--- src/design/f4dse_pkg.sv ---
// ----------------------------------------------------------------------------
// f4dse_pkg
// Shared constants for the F4 DCT-coefficient embed/extract block.
// ----------------------------------------------------------------------------
package f4dse_pkg;

   localparam int DEF_COEF_WIDTH  = 12;
   localparam int DEF_COUNT_WIDTH = 24;

   localparam int MSG_WIDTH  = 8;
   localparam int BITS_WIDTH = 4;   // bits still pending, 0..8
   localparam int GATH_WIDTH = 3;   // bits gathered into the current byte

   // result flags above coefficient_out: bit_used, byte_out, byte_valid,
   // need_byte, done_res, overrun
   localparam int RSP_EXTRA_BITS = MSG_WIDTH + 5;

   // configuration register indexes
   localparam logic REG_MODE       = 1'b0;
   localparam logic REG_BYTE_TOTAL = 1'b1;

   // item kinds on req_tuser
   localparam logic ACT_LOAD = 1'b0;
   localparam logic ACT_COEF = 1'b1;

   // modes
   localparam logic MODE_EMBED   = 1'b0;
   localparam logic MODE_EXTRACT = 1'b1;

   function automatic int byte_round(input int n);
      return ((n + 7) / 8) * 8;
   endfunction

endpackage

--- src/design/f4_dct_stego_embed_extract.sv ---
// ----------------------------------------------------------------------------
// f4_dct_stego_embed_extract
// F4 steganography on quantized DCT coefficients: embeds message bits by
// stepping coefficients toward zero, or extracts bits into bytes.
// ----------------------------------------------------------------------------
//  channel | dir | handshake              | payload
//  req_    | in  | req_tvalid/req_tready  | tuser: action; tdata: byte, coef
//  rsp_    | out | rsp_tvalid/rsp_tready  | tdata: coef out and status flags
//  csr_    | in  | csr_valid/csr_ready    | csr_index, csr_data
//
//  One item per cycle while rsp_ is not stalled; items go through the input
//  register, then the result register. The per-item path is one add/compare
//  on the coefficient plus the byte-count compares. Synchronous reset clears
//  both valids and the progress state. A stalled rsp_ holds the result and
//  the input register, so req_tready drops only when both are full.
// ----------------------------------------------------------------------------
module f4_dct_stego_embed_extract
   import f4dse_pkg::*;
#(
   parameter int COEF_WIDTH  = DEF_COEF_WIDTH,
   parameter int COUNT_WIDTH = DEF_COUNT_WIDTH
) (
   input  logic                   clock,
   input  logic                   reset,

   input  logic                   req_tvalid,
   output logic                   req_tready,
   input  logic                   req_tuser,  // action
   // message_byte, coefficient, zero pad
   input  logic [byte_round(MSG_WIDTH+COEF_WIDTH)-1:0] req_tdata,

   output logic                   rsp_tvalid,
   input  logic                   rsp_tready,
   // coefficient_out, bit_used, byte_out, byte_valid, need_byte, done_res,
   // overrun, zero pad
   output logic [byte_round(COEF_WIDTH+RSP_EXTRA_BITS)-1:0] rsp_tdata,

   input  logic                   csr_valid,
   output logic                   csr_ready,
   input  logic                   csr_index,
   input  logic [COUNT_WIDTH-1:0] csr_data
);

   localparam int RSP_W = byte_round(COEF_WIDTH + RSP_EXTRA_BITS);

   // configuration
   logic                   mode_ff;
   logic [COUNT_WIDTH-1:0] byte_total_ff;

   // progress state
   logic [MSG_WIDTH-1:0]   held_byte_ff,      held_byte_in;
   logic [BITS_WIDTH-1:0]  bits_left_ff,      bits_left_in;
   logic [MSG_WIDTH-1:0]   gathered_byte_ff,  gathered_byte_in;
   logic [GATH_WIDTH-1:0]  gathered_bits_ff,  gathered_bits_in;
   logic [COUNT_WIDTH-1:0] bytes_finished_ff, bytes_finished_in;

   // input register
   logic                   s1_valid_ff;
   logic                   s1_action_ff;
   logic [MSG_WIDTH-1:0]   s1_byte_ff;
   logic [COEF_WIDTH-1:0]  s1_coef_ff;

   // result register
   logic                   out_valid_ff;
   logic [RSP_W-1:0]       out_data_ff, out_data_in;

   logic req_xfer, out_load, s1_go, csr_xfer;

   assign out_load   = !out_valid_ff || rsp_tready;
   assign s1_go      = s1_valid_ff && out_load;
   assign req_tready = !s1_valid_ff || out_load;
   assign req_xfer   = req_tvalid && req_tready;
   assign csr_ready  = 1'b1;
   assign csr_xfer   = csr_valid;

   assign rsp_tvalid = out_valid_ff;
   assign rsp_tdata  = out_data_ff;

   // per-item work
   always_comb begin
      logic                   done_now, done_after;
      logic                   nonzero, positive, have, want;
      logic [COEF_WIDTH-1:0]  stepped, cout;
      logic                   used, bvalid, ovr, need;
      logic [MSG_WIDTH-1:0]   bout;
      logic [GATH_WIDTH-1:0]  want_idx;
      logic [MSG_WIDTH-1:0]   shifted;

      held_byte_in      = held_byte_ff;
      bits_left_in      = bits_left_ff;
      gathered_byte_in  = gathered_byte_ff;
      gathered_bits_in  = gathered_bits_ff;
      bytes_finished_in = bytes_finished_ff;

      done_now = bytes_finished_ff >= byte_total_ff;
      nonzero  = |s1_coef_ff;
      positive = !s1_coef_ff[COEF_WIDTH-1] && nonzero;
      have     = positive ? s1_coef_ff[0] : !s1_coef_ff[0];
      want_idx = GATH_WIDTH'(bits_left_ff - BITS_WIDTH'(1));
      want     = held_byte_ff[want_idx];
      stepped  = positive ? s1_coef_ff - COEF_WIDTH'(1) : s1_coef_ff + COEF_WIDTH'(1);
      shifted  = {gathered_byte_ff[MSG_WIDTH-2:0], have};

      cout   = '0;
      used   = 1'b0;
      bvalid = 1'b0;
      ovr    = 1'b0;
      bout   = '0;

      if (s1_action_ff == ACT_LOAD) begin
         if (mode_ff == MODE_EMBED && bits_left_ff == '0 && !done_now) begin
            held_byte_in = s1_byte_ff;
            bits_left_in = BITS_WIDTH'(MSG_WIDTH);
         end else begin
            ovr = 1'b1;
         end
      end else begin
         cout = s1_coef_ff;
         if (nonzero && !done_now) begin
            if (mode_ff == MODE_EMBED) begin
               if (bits_left_ff != '0) begin
                  if (want != have) cout = stepped;
                  // shrunk to zero: bit retried on the next coefficient
                  if (cout != '0) begin
                     used         = 1'b1;
                     bits_left_in = bits_left_ff - BITS_WIDTH'(1);
                     if (bits_left_in == '0)
                        bytes_finished_in = bytes_finished_ff + COUNT_WIDTH'(1);
                  end
               end
            end else begin
               used = 1'b1;
               if (gathered_bits_ff == '1) begin
                  bout              = shifted;
                  bvalid            = 1'b1;
                  gathered_byte_in  = '0;
                  gathered_bits_in  = '0;
                  bytes_finished_in = bytes_finished_ff + COUNT_WIDTH'(1);
               end else begin
                  gathered_byte_in = shifted;
                  gathered_bits_in = gathered_bits_ff + GATH_WIDTH'(1);
               end
            end
         end
      end

      done_after = bytes_finished_in >= byte_total_ff;
      need = (mode_ff == MODE_EMBED) && (bits_left_in == '0) && !done_after;

      out_data_in = RSP_W'({ovr, done_after, need, bvalid, bout, used, cout});
   end

   always_ff @(posedge clock) begin
      if (reset) begin
         mode_ff           <= MODE_EMBED;
         byte_total_ff     <= '0;
         held_byte_ff      <= '0;
         bits_left_ff      <= '0;
         gathered_byte_ff  <= '0;
         gathered_bits_ff  <= '0;
         bytes_finished_ff <= '0;
         s1_valid_ff       <= 1'b0;
         out_valid_ff      <= 1'b0;
      end else begin
         if (csr_xfer) begin
            case (csr_index)
               REG_MODE:       mode_ff       <= csr_data[0];
               REG_BYTE_TOTAL: byte_total_ff <= csr_data;
               default:        ;
            endcase
         end
         if (s1_go) begin
            held_byte_ff      <= held_byte_in;
            bits_left_ff      <= bits_left_in;
            gathered_byte_ff  <= gathered_byte_in;
            gathered_bits_ff  <= gathered_bits_in;
            bytes_finished_ff <= bytes_finished_in;
         end
         if (req_xfer)       s1_valid_ff <= 1'b1;
         else if (s1_go)     s1_valid_ff <= 1'b0;
         if (s1_go)          out_valid_ff <= 1'b1;
         else if (rsp_tready) out_valid_ff <= 1'b0;
      end
   end

   always_ff @(posedge clock) begin
      if (req_xfer) begin
         s1_action_ff <= req_tuser;
         s1_byte_ff   <= req_tdata[MSG_WIDTH-1:0];
         s1_coef_ff   <= req_tdata[MSG_WIDTH +: COEF_WIDTH];
      end
      if (s1_go) out_data_ff <= out_data_in;
   end

endmodule

--- config.mk ---
export PLATFORM = sky130hd
export DESIGN_NAME = f4_dct_stego_embed_extract
export DESIGN_NICKNAME = d
export VERILOG_FILES = /design/src/design/f4dse_pkg.sv /design/src/design/f4_dct_stego_embed_extract.sv
export SDC_FILE = /design/constraint.sdc
export NUM_CORES = 1
export LEC_CHECK = 0
export BUFFER_PORTS_ARGS = -buffer_cell sky130_fd_sc_hd__clkbuf_2
export CAP_MARGIN = 20
export CORE_MARGIN = 2
export CORE_UTILIZATION = 59
export CTS_BUF_LIST = sky130_fd_sc_hd__clkbuf_16
export DETAILED_ROUTE_END_ITERATION = 10
export GPL_TIMING_DRIVEN = 0
export PLACE_DENSITY_LB_ADDON = 0.12
export SYNTH_ARGS = -nofsm -noshare
export SYNTH_HDL_FRONTEND = slang
export SYNTH_SLANG_ARGS = --single-unit
--- constraint.sdc ---
create_clock -name clock -period 7.2 [get_ports clock]
set_input_delay 1.08 -clock clock [delete_from_list [all_inputs] [get_ports clock]]
set_output_delay 1.08 -clock clock [all_outputs]
set_load 0.05 [all_outputs]
# Word level (Yosys, flattened, before mapping)
# Index checks and enable logic that the tools add are counted.
[op_classes]
add_sub_neg = 5
mul = 0
n_div = 0
magnitude_cmp = 3
eq_ne = 2
shift = 0
muxes = 36
bitwise = 3
n_reduce_logical = 31
[ops]
columns = ["operator", "n"]
rows = [
  ["$mux 24", 7],
  ["$mux 12", 9],
  ["$ge 24x24->1", 2],
  ["$add 24x1->24 const B", 1],
  ["$mux 4", 6],
  ["$add 12x1->12 const B", 1],
  ["$logic_not 4->1", 3],
  ["$reduce_bool 12->1", 1],
  ["$reduce_or 12->1", 1],
  ["$sub 12x1->12 const B", 1],
  ["$mux 1", 11],
  ["$logic_and 1x1->1", 8],
  ["$reduce_and 4->1", 2],
  ["$mux 7", 1],
  ["$logic_not 1->1", 6],
  ["$reduce_and 2->1", 3],
  ["$reduce_and 3->1", 2],
  ["$lt 3x4->1 const B", 1],
  ["$reduce_bool 2->1", 2],
  ["$reduce_bool 4->1", 1],
  ["$sub 4x1->4 const B", 1],
  ["$add 3x1->3 const B", 1],
  ["$bmux 1 s3", 1],
  ["$eq 3x3->1 const B", 1],
  ["other kinds (4)", 7],
]
[word_totals]
register_bits = 119
latch_bits = 0
ram_bits = 0
rom_bits = 0
inputBits = 55
output_inout_bits = 35
memories = 0

# Logic depth before layout (Yosys ltp)
# Gate-level depths: netlist (run 1).
[logic_depth]
ltp_word = 18
mapped_depth = 26
depth_no_buf = 24

# Worst setup path before layout (run 1)
# No wires, ideal clock.
[synth_timing]
path_type = "register -> register"
startpoint = "register s1_coef_ff[6]"
endpoint = "register out_data_ff[22] (netlist: rsp_tdata[22]), data pin"
arrival_ns = 5.184
path_slack_ns = 1.840
path_stages_with_launch = 25
period_less_slack_ns = 5.360
path_cell_list = "edfxtp_1 nor4_1 nand3_1 nor2_1 nor2_1 fa_1 and3_1 or3_1 a221oi_1 nand4_1 o41ai_2 o211ai_2 a21oi_2 buf_2 buf_2 nor2_1 xor2_1 ha_1 a2111oi_0 o21ai_0 a21oi_1 a21o_1 a21oi_1 a2111o_1 nor4_1"
[synth_via]
elab_chain_cells = 18
word_cells_on_any_way = 29
classes_between = "add/sub: 2; order compare: 1; eq/ne: 1; mux: 17; reduce/logical: 8"
[synth_rtl]
columns = ["element", "line_no", "source"]
rows = [
  ["start: declaration", "f4_dct_stego_embed_extract.sv:61", "logic [COEF_WIDTH-1:0] s1_coef_ff;"],
  ["start signal: assignment", "f4_dct_stego_embed_extract.sv:190", "s1_coef_ff <= req_tdata[MSG_WIDTH +: COEF_WIDTH];"],
  ["branches (longest 13 deep; another with $add 12x1->12)", "--", ""],
  ["$mux 24 *", "f4_dct_stego_embed_extract.sv:119", "if (nonzero && !done_now) begin"],
  ["$mux 24 *", "f4_dct_stego_embed_extract.sv:110", "if (s1_action_ff == ACT_LOAD) begin"],
  ["net bytes_finished_in[5]", "f4_dct_stego_embed_extract.sv:55", "logic [COUNT_WIDTH-1:0] bytes_finished_ff, bytes_finished_in;"],
  ["$ge 24x24->1 *", "f4_dct_stego_embed_extract.sv:147", "done_after = bytes_finished_in >= byte_total_ff;"],
  ["net out_data_in[23]", "f4_dct_stego_embed_extract.sv:65", "logic [RSP_W-1:0] out_data_ff, out_data_in;"],
  ["$logic_not 1->1 *", "f4_dct_stego_embed_extract.sv:148", "need = (mode_ff == MODE_EMBED) && (bits_left_in == '0) && !done_after;"],
  ["$logic_and 1x1->1 *", "f4_dct_stego_embed_extract.sv:148", ""],
  ["net out_data_in[22]", "f4_dct_stego_embed_extract.sv:65", ""],
  ["end signal: assignment", "f4_dct_stego_embed_extract.sv:192", "if (s1_go) out_data_ff <= out_data_in;"],
  ["end: declaration", "f4_dct_stego_embed_extract.sv:65", ""],
]
# Mark *: on every way through the listed nets, which the timed path passes. The select of a mux whose other input is x is not followed.
# A chain may end at the register's enable or synchronous reset.

# Worst setup path in the final report (run 1)
# Same ends and word-level chain as after synthesis.

==> results of run 1 <==
## repair_timing
action                                  in CTS  in global routing
endpoints found under the setup margin       0                  1
setup buffers                                0                  0
gates resized for setup                      0                  2
hold buffers                                 0                  0
## cells by family (layout without fill, tap and decap cells)
kind of cell    count (synthesis)  in the layout  share of synthesized area, %
flops                         119            119                         39.46
compound gates                186            186                         16.43
mux                            22             22                         3.543
simple gates                  290            290                         19.94
xor+xnor                       35             35                         4.359
buf+inv                        84            193                         4.949
fa+ha+maj                      64             64                         11.22
other cells                     2              8                        0.1042
## power groups by stage
stage          registers [uW]  logic [uW]  clock network, uW
2_1_floorplan             785         179                  0
3_3_place_gp              758         277                  0
3_5_place_dp              758         282                  0
4_1_cts                   744         284                780
5_1_grt                   748         312                805
6_report                  745         287                769
## registers in the layout, summed over array words and instances (netlist names), 3 cells and up
signal and flops:
bits_left_ff 4, byte_total_ff 24, bytes_finished_ff 24, gathered_bits_ff 3
gathered_byte_ff 7, held_byte_ff 8, rsp_tdata 25, s1_byte_ff 8
s1_coef_ff 12
## worst min-delay path: stages, from the launching register on
cell	delay, ps
sky130_fd_sc_hd__dfxtp_1	310
sky130_fd_sc_hd__nand2_1	50
sky130_fd_sc_hd__a21oi_1	50
## final timing paths
| check | to | slack [ps] | depth (start not counted) |
|---|---|---|---|
| max | rsp_tdata[22]$_DFFE_PP_ | 550 | 24 |
| min | byte_total_ff[16]$_SDFFE_PP0P_ | 460 | 2 |
| max reg2reg | rsp_tdata[22]$_DFFE_PP_ | 550 | 24 |
| min reg2reg | byte_total_ff[16]$_SDFFE_PP0P_ | 460 | 2 |
## metal layers
layer,share of wire (%),global-route usage (%),wire [um],vias to the layer above
met2,47,46.51,8542,240
li1,-,-,-,3099
met3,5.8,5.347,1047,35
met1,45,37.43,8028,2974
met4,2.3,10.98,415,0
met5,0,0,0,-
## layout by cell type, fill, tap and decap left out, types with 4 or more instances in the layout
cell                        synthesis  final
sky130_fd_sc_hd__clkinv_2           0      4
sky130_fd_sc_hd__and3_1            14     14
sky130_fd_sc_hd__conb_1             2      8
sky130_fd_sc_hd__o31ai_1           14     14
sky130_fd_sc_hd__o21ai_0           21     21
sky130_fd_sc_hd__o21a_1             6      6
sky130_fd_sc_hd__or4_1             12     12
sky130_fd_sc_hd__buf_2              9      9
sky130_fd_sc_hd__xor2_1            15     15
sky130_fd_sc_hd__clkbuf_16          0     17
sky130_fd_sc_hd__nand3_1           20     20
sky130_fd_sc_hd__a31oi_1            7      7
sky130_fd_sc_hd__ha_1              63     63
sky130_fd_sc_hd__nand2_1           91     91
sky130_fd_sc_hd__edfxtp_1          46     46
sky130_fd_sc_hd__xnor2_1           19     19
sky130_fd_sc_hd__buf_4              8      8
sky130_fd_sc_hd__mux2_2             5      5
sky130_fd_sc_hd__nor3_1            13     13
sky130_fd_sc_hd__or3_1              8      8
sky130_fd_sc_hd__nor3b_1            9      9
sky130_fd_sc_hd__o211a_1            5      5
sky130_fd_sc_hd__dfxtp_1           73     73
sky130_fd_sc_hd__mux2i_1           14     14
sky130_fd_sc_hd__clkbuf_2           0     78
sky130_fd_sc_hd__nand4_1           12     12
sky130_fd_sc_hd__a21oi_1           82     82
sky130_fd_sc_hd__inv_1             39     40
sky130_fd_sc_hd__clkbuf_1          26     25
sky130_fd_sc_hd__a21o_1            16     16
sky130_fd_sc_hd__nor2b_1           13     13
sky130_fd_sc_hd__nor2_1            63     62
sky130_fd_sc_hd__nand4b_1           4      4
sky130_fd_sc_hd__nor4_1             5      4
sky130_fd_sc_hd__clkinv_4           0      4
sky130_fd_sc_hd__and2_1            16     16
## area by class of cell
cell class | count | area (um2)
Buffer | 44 | 207.7
Clock buffer | 17 | 425.4
Clock inverter | 15 | 107.6
Fill cell | 1028 | 3622
Inverter | 40 | 150.1
Multi-Input combinational cell | 605 | 4036
Sequential cell | 119 | 2843
Tap cell | 147 | 183.9
Timing Repair Buffer | 77 | 385.4
## stage by stage
step / setup WS (ps) / total power, uW / hold slack, ps / cells / area (um2)
final: 545.1 / 1801 / 456.1 / 1064 / 8339
after detailed placement: 496.6 / 1040 / 448.2 / 1032 / 7797
after global placement: 477.3 / 1035 / 444.9 / 1032 / 7796
after floorplan: 1840 / 964.0 / 436.3 / 808 / 7227
after CTS: 455.1 / 1808 / 455.9 / 1064 / 8330
after global routing: 158.4 / 1865 / 475.3 / 1064 / 8339
==> results.yml, run 1 <==
synthesis:
  ys_warn_count: 0
  synth_register_bits: 119
  yosys-top-cells-count: "sky130_fd_sc_hd__nand2_1, sky130_fd_sc_hd__a21oi_1, sky130_fd_sc_hd__dfxtp_1, sky130_fd_sc_hd__ha_1, sky130_fd_sc_hd__nor2_1"
  synth_largest_type_area_fraction_pct: 20.28
  synth.lib_cells_used.distinct: 68
  most_numerous_cell_in_the_yosys_netlist: "sky130_fd_sc_hd__nand2_1"
  edff_count_synth: 46
  ys.flop_type: "sky130_fd_sc_hd__dfxtp_1"
  avgSynthCellArea_um2: 8.983
  asyncSetResetFlopFracSynth_pct: 0
  synth_top_cell_by_area: "sky130_fd_sc_hd__dfxtp_1"
  synth_cells: 802
  syn_area_um2: 7204
  netlist_top_cells_area: "sky130_fd_sc_hd__dfxtp_1, sky130_fd_sc_hd__edfxtp_1, sky130_fd_sc_hd__ha_1"
  synth-seq-area-share_pct: 39.46
clock_tree:
  clkSinkCount: 119
  worstSkewPairLatency_ps: 420
  cts_root_buffer: "sky130_fd_sc_hd__clkbuf_16"
  htree_num_levels: 4
  cts_tree: "done"
  clkTransAtPathRegs_ps: 60
  cts-root-to-sink-buffers: 2
  cts-buffers-inserted: 17
route:
  routed_wire_length_per_instance_um: 16.95
  drt_drc_violations_left: 0
  detail_route.vias_per_cell: 5.966
  num_vias: 6348
  ant_nets: 0
  detail_route.wirelength_um: 18030
  detailedRoute.firstPassIterationCount: 5
  first_iter_violations: 475
power:
  power_switching_uw: 531.0
  vdd.ir_drop.worst_mv: 0.1643
  seq_power_share_pct: 41.4
  pwr-share-comb_pct: 15.9
  static_leak_uw: 0.003461
  cell_internal_pwr_uw: 1270
  power.switching_fraction_pct: 29.49
  pwr-share-clk_pct: 42.7
  power-per-cell-area_nw_per_um2: 215.9
global_routing:
  overflow: 0
  grt_pass1_vias: 6088
  grt_start_max_net_pins: 35
  global_route.usage.total_pct: 28.46
  grt_pass1_wl_um: 29230
  grt_antenna_before_repair: 0
cells_and_area:
  drive_gt1_share_pct: 15.92
  antenna_cells_inserted: 0
  final_core_utilization_pct: 69.72
  layout.nets: 1023
  area.growth.synth_to_final_pct: 15.75
setup_path:
  critical_path.cell_chain: "nor4_2 > nand3_1 > nor2_1 > nor2_2 > ha_1 > a211oi_2 > o21ai_0 > a211oi_1 > a221oi_1 > o41ai_2 > o211ai_2 > a21oi_2 > buf_2 > buf_2 > nor2_1 > xor2_1 > ha_1 > a2111oi_0 > o21ai_0 > a21oi_1 > a21o_1 > a21oi_1 > a2111o_1 > nor4_1"
  cp.buffers_inverters: 2
  critical-path-top-delay-family: "compound AO/OA/AOI/OAI gates"
  critical_path_arrival_ps: 6890
  critical_path.slowest_cell: "sky130_fd_sc_hd__edfxtp_1"
  worst_setup_path_start_kind: "register"
  critPathMaxFanout: 11
  r2r_start: "s1_coef_ff[6]$_DFFE_PP_"
  setup.worst_path.class: "register to register"
  critical_path_required_ps: 7430
  critical_path.startpoint: "s1_coef_ff[6]$_DFFE_PP_"
  critical_path.endpoint_type: "register"
  slowest_stage_delay_on_critical_path_ps: 450
timing:
  final.setup_skew_ps: 5.247
  finalWorstPathRequiredPeriod_ps: 6655
  final-max-slew-violation-count: 0
  rsz0062_at_grt: "no"
  period_share_pct: 92.43
  setup_total_negative_slack_ps: 0
  max_slew.worst_pin.slew_ps: 1061
  timing.fmax_mhz: 150.3
  timing.slew.headroom_pct: 29.25
  setup-violations-final: 0
  hold_violations: 0
floorplan:
  core_region_area_um2: 11960
  floorplan.io_pins: 90
  initial_cell_density_of_the_core_pct: 60.23
  die_area_um2: 13110
  die_y_um: 114.5
  placement_rows: 40
  die_w_um: 114.5
place:
  hpwl_um: 13380
  globalplace.congestion: 0.9209
  port_buffers: 77
worst_hold_path:
  hold_path.startpoint: "byte_total_ff[16]$_SDFFE_PP0P_"
  hold_class: "register to register"
status:
  status: "finished clean"
job:
  drv_cap: 0
Power figures use the tool's default switching activity.
==> run 2: changes to the inputs <==
BUFFER_PORTS_ARGS = -buffer_cell sky130_fd_sc_hd__buf_4   (was -buffer_cell sky130_fd_sc_hd__clkbuf_2)
CTS_BUF_LIST = default   (was sky130_fd_sc_hd__clkbuf_16)
==> run 2 against run 1 <==
Clock skew grew 9.6 ps. Sequential power barely moved. Largest power group unchanged. Wire length is 0.39% higher. Critical path type unchanged. Die area did not move. Cell count unchanged. Cell area increased by 2.8%. Via count increased by 0.96%.
==> results.yml, run 2 (same netlist as run 1, synthesis figures left out) <==
status:
  status: "finished clean"
job:
  drv_cap: 0
route:
  detailedRoute.firstPassIterationCount: 5
  drt_drc_violations_left: 0
  ant_nets: 0
  routed_wire_length_per_instance_um: 17.02
  detail_route.vias_per_cell: 6.023
  detail_route.wirelength_um: 18100
  num_vias: 6409
  first_iter_violations: 618
clock_tree:
  htree_num_levels: 4
  postCtsHoldBufs: 0
  worstSkewPairLatency_ps: 440
  clkTransAtPathRegs_ps: 60
  clkSinkCount: 119
  cts_tree: "done"
  cts-root-to-sink-buffers: 2
  cts_root_buffer: "sky130_fd_sc_hd__clkbuf_16"
  cts-buffers-inserted: 17
floorplan:
  core_region_area_um2: 11960
  floorplan.io_pins: 90
  placement_rows: 40
  initial_cell_density_of_the_core_pct: 60.23
  die_y_um: 114.5
  die_area_um2: 13110
  die_w_um: 114.5
cells_and_area:
  multi_input_logic_area_um2: 4059
  mostFrequentLayoutCells: "sky130_fd_sc_hd__nand2_1, sky130_fd_sc_hd__buf_4, sky130_fd_sc_hd__a21oi_1"
  drive_gt1_share_pct: 15.81
  flip_flop_count_of_the_largest_register_all_copies_and_words_added: 25
  ff_latch_area_um2: 2843
  antenna_cells_inserted: 0
  final_core_utilization_pct: 71.68
  fillCellCount: 921
  final_common_cell: "sky130_fd_sc_hd__nand2_1"
  layout.cell_area.non_filler_um2: 8574
  area.growth.synth_to_final_pct: 19.02
  layout.nets: 1023
place:
  port_buffers: 77
  dpl_cell_area_um2: 7990
  globalplace.congestion: 0.9410
  hpwl_um: 13220
power:
  pwr-share-comb_pct: 16.2
  pwr-share-clk_pct: 43.5
  power-per-cell-area_nw_per_um2: 216.2
  power_switching_uw: 533.5
  fin_total_pwr_uw: 1853
  power.switching_fraction_pct: 28.79
  vdd.ir_drop.worst_mv: 0.2019
  cell_internal_pwr_uw: 1320
  static_leak_uw: 0.003523
  seq_power_share_pct: 40.2
timing:
  rsz0062_at_grt: "no"
  timing.fmax_mhz: 150.1
  finalWorstPathRequiredPeriod_ps: 6664
  period_share_pct: 92.55
  timing.slew.headroom_pct: 31.14
  setup_total_negative_slack_ps: 0
  hold_violations: 0
  final.setup_skew_ps: 14.81
  worst_hold_slack_ps: 453.7
  max_slew.worst_pin.slew_ps: 1033
  setup-violations-final: 0
  final-max-slew-violation-count: 0
setup_path:
  worst_setup_path_start_kind: "register"
  slowest_stage_delay_on_critical_path_ps: 480
  critical_path.cell_chain: "nor4_4 > nand3_1 > nor2_1 > nor2_2 > ha_1 > a211oi_2 > o21ai_0 > a211oi_1 > a221oi_1 > o41ai_2 > o211ai_2 > a21oi_2 > buf_2 > buf_2 > nor2_1 > xor2_1 > ha_1 > a2111oi_0 > o21ai_0 > a21oi_1 > a21o_1 > a21oi_1 > a2111o_1 > nor4_1"
  critical_path.slowest_cell: "sky130_fd_sc_hd__edfxtp_1"
  critical_path_required_ps: 7450
  critPathMaxFanout: 11
  critical_path_arrival_ps: 6920
  setup.worst_path.class: "register to register"
  critical_path.endpoint_type: "register"
global_routing:
  global_route.usage.total_pct: 28.56
  grt_pass1_wl_um: 29560
  grt_start_max_net_pins: 35
  grt_antenna_before_repair: 0
  grt_pass1_vias: 6209
  overflow: 0
worst_hold_path:
  hold_class: "register to register"
[run 2: what timing repair did]
action | CTS | global route
resized for setup | 0 | 6
endpoints found under the setup margin | 0 | 1
endpoints found under the hold margin | 0 | 0
buffers inserted | 0 | 0
[run 2: worst paths after layout]
path              cells after the start                      startpoint  slack (ps)                             end
setup / recovery                     24         s1_coef_ff[6]$_DFFE_PP_         540         rsp_tdata[22]$_DFFE_PP_
hold reg to reg                       2  byte_total_ff[20]$_SDFFE_PP0P_         450  byte_total_ff[20]$_SDFFE_PP0P_
hold / removal                        2  byte_total_ff[20]$_SDFFE_PP0P_         450  byte_total_ff[20]$_SDFFE_PP0P_
setup reg to reg                     24         s1_coef_ff[6]$_DFFE_PP_         540         rsp_tdata[22]$_DFFE_PP_
[run 2: power groups by stage]
stage / sequential [uW] / clock [uW] / combinational, uW
2_1_floorplan: 785 / 0 / 179
3_3_place_gp: 759 / 0 / 286
3_5_place_dp: 759 / 0 / 293
4_1_cts: 745 / 814 / 295
5_1_grt: 749 / 836 / 327
6_report: 746 / 807 / 300
[run 2: routing by layer]
layer | track usage [%] | wire [um]
met1 | 37.34 | 7903
met2 | 46.04 | 8660
met3 | 6.353 | 1141
met4 | 11.46 | 399
met5 | 0 | 0
[run 2: area by class of cell]
cell class / instances / area share [%]
timing repair buffer: 77 / 6.742
buffer: 44 / 2.422
inverter: 40 / 1.751
clock inverter: 14 / 1.445
clock buffer: 18 / 5.005
tap: 147 / 2.145
sequential: 119 / 33.15
multi-input combinational: 605 / 47.34
[run 2: worst max-delay path: cells and delay by family (launching register included)]
family                   cells  cell delay, ps
flip-flops                   1             480
XOR/XNOR                     1             160
buffers and inverters        2             520
AO/OA/AOI/OAI               13            3470
adder cells (fa/ha/maj)      2             630
AND/OR/NAND/NOR              6            1220
[run 2: through the flow]
| step | std cells | setup slack, ps |
|---|---|---|
| 5_1_grt | 1064 | 126.6 |
| 3_3_place_gp | 1032 | 562.1 |
| 6_report | 1064 | 536.5 |
| 2_1_floorplan | 808 | 1840 |
| 4_1_cts | 1064 | 415.3 |
| 3_5_place_dp | 1032 | 456.2 |
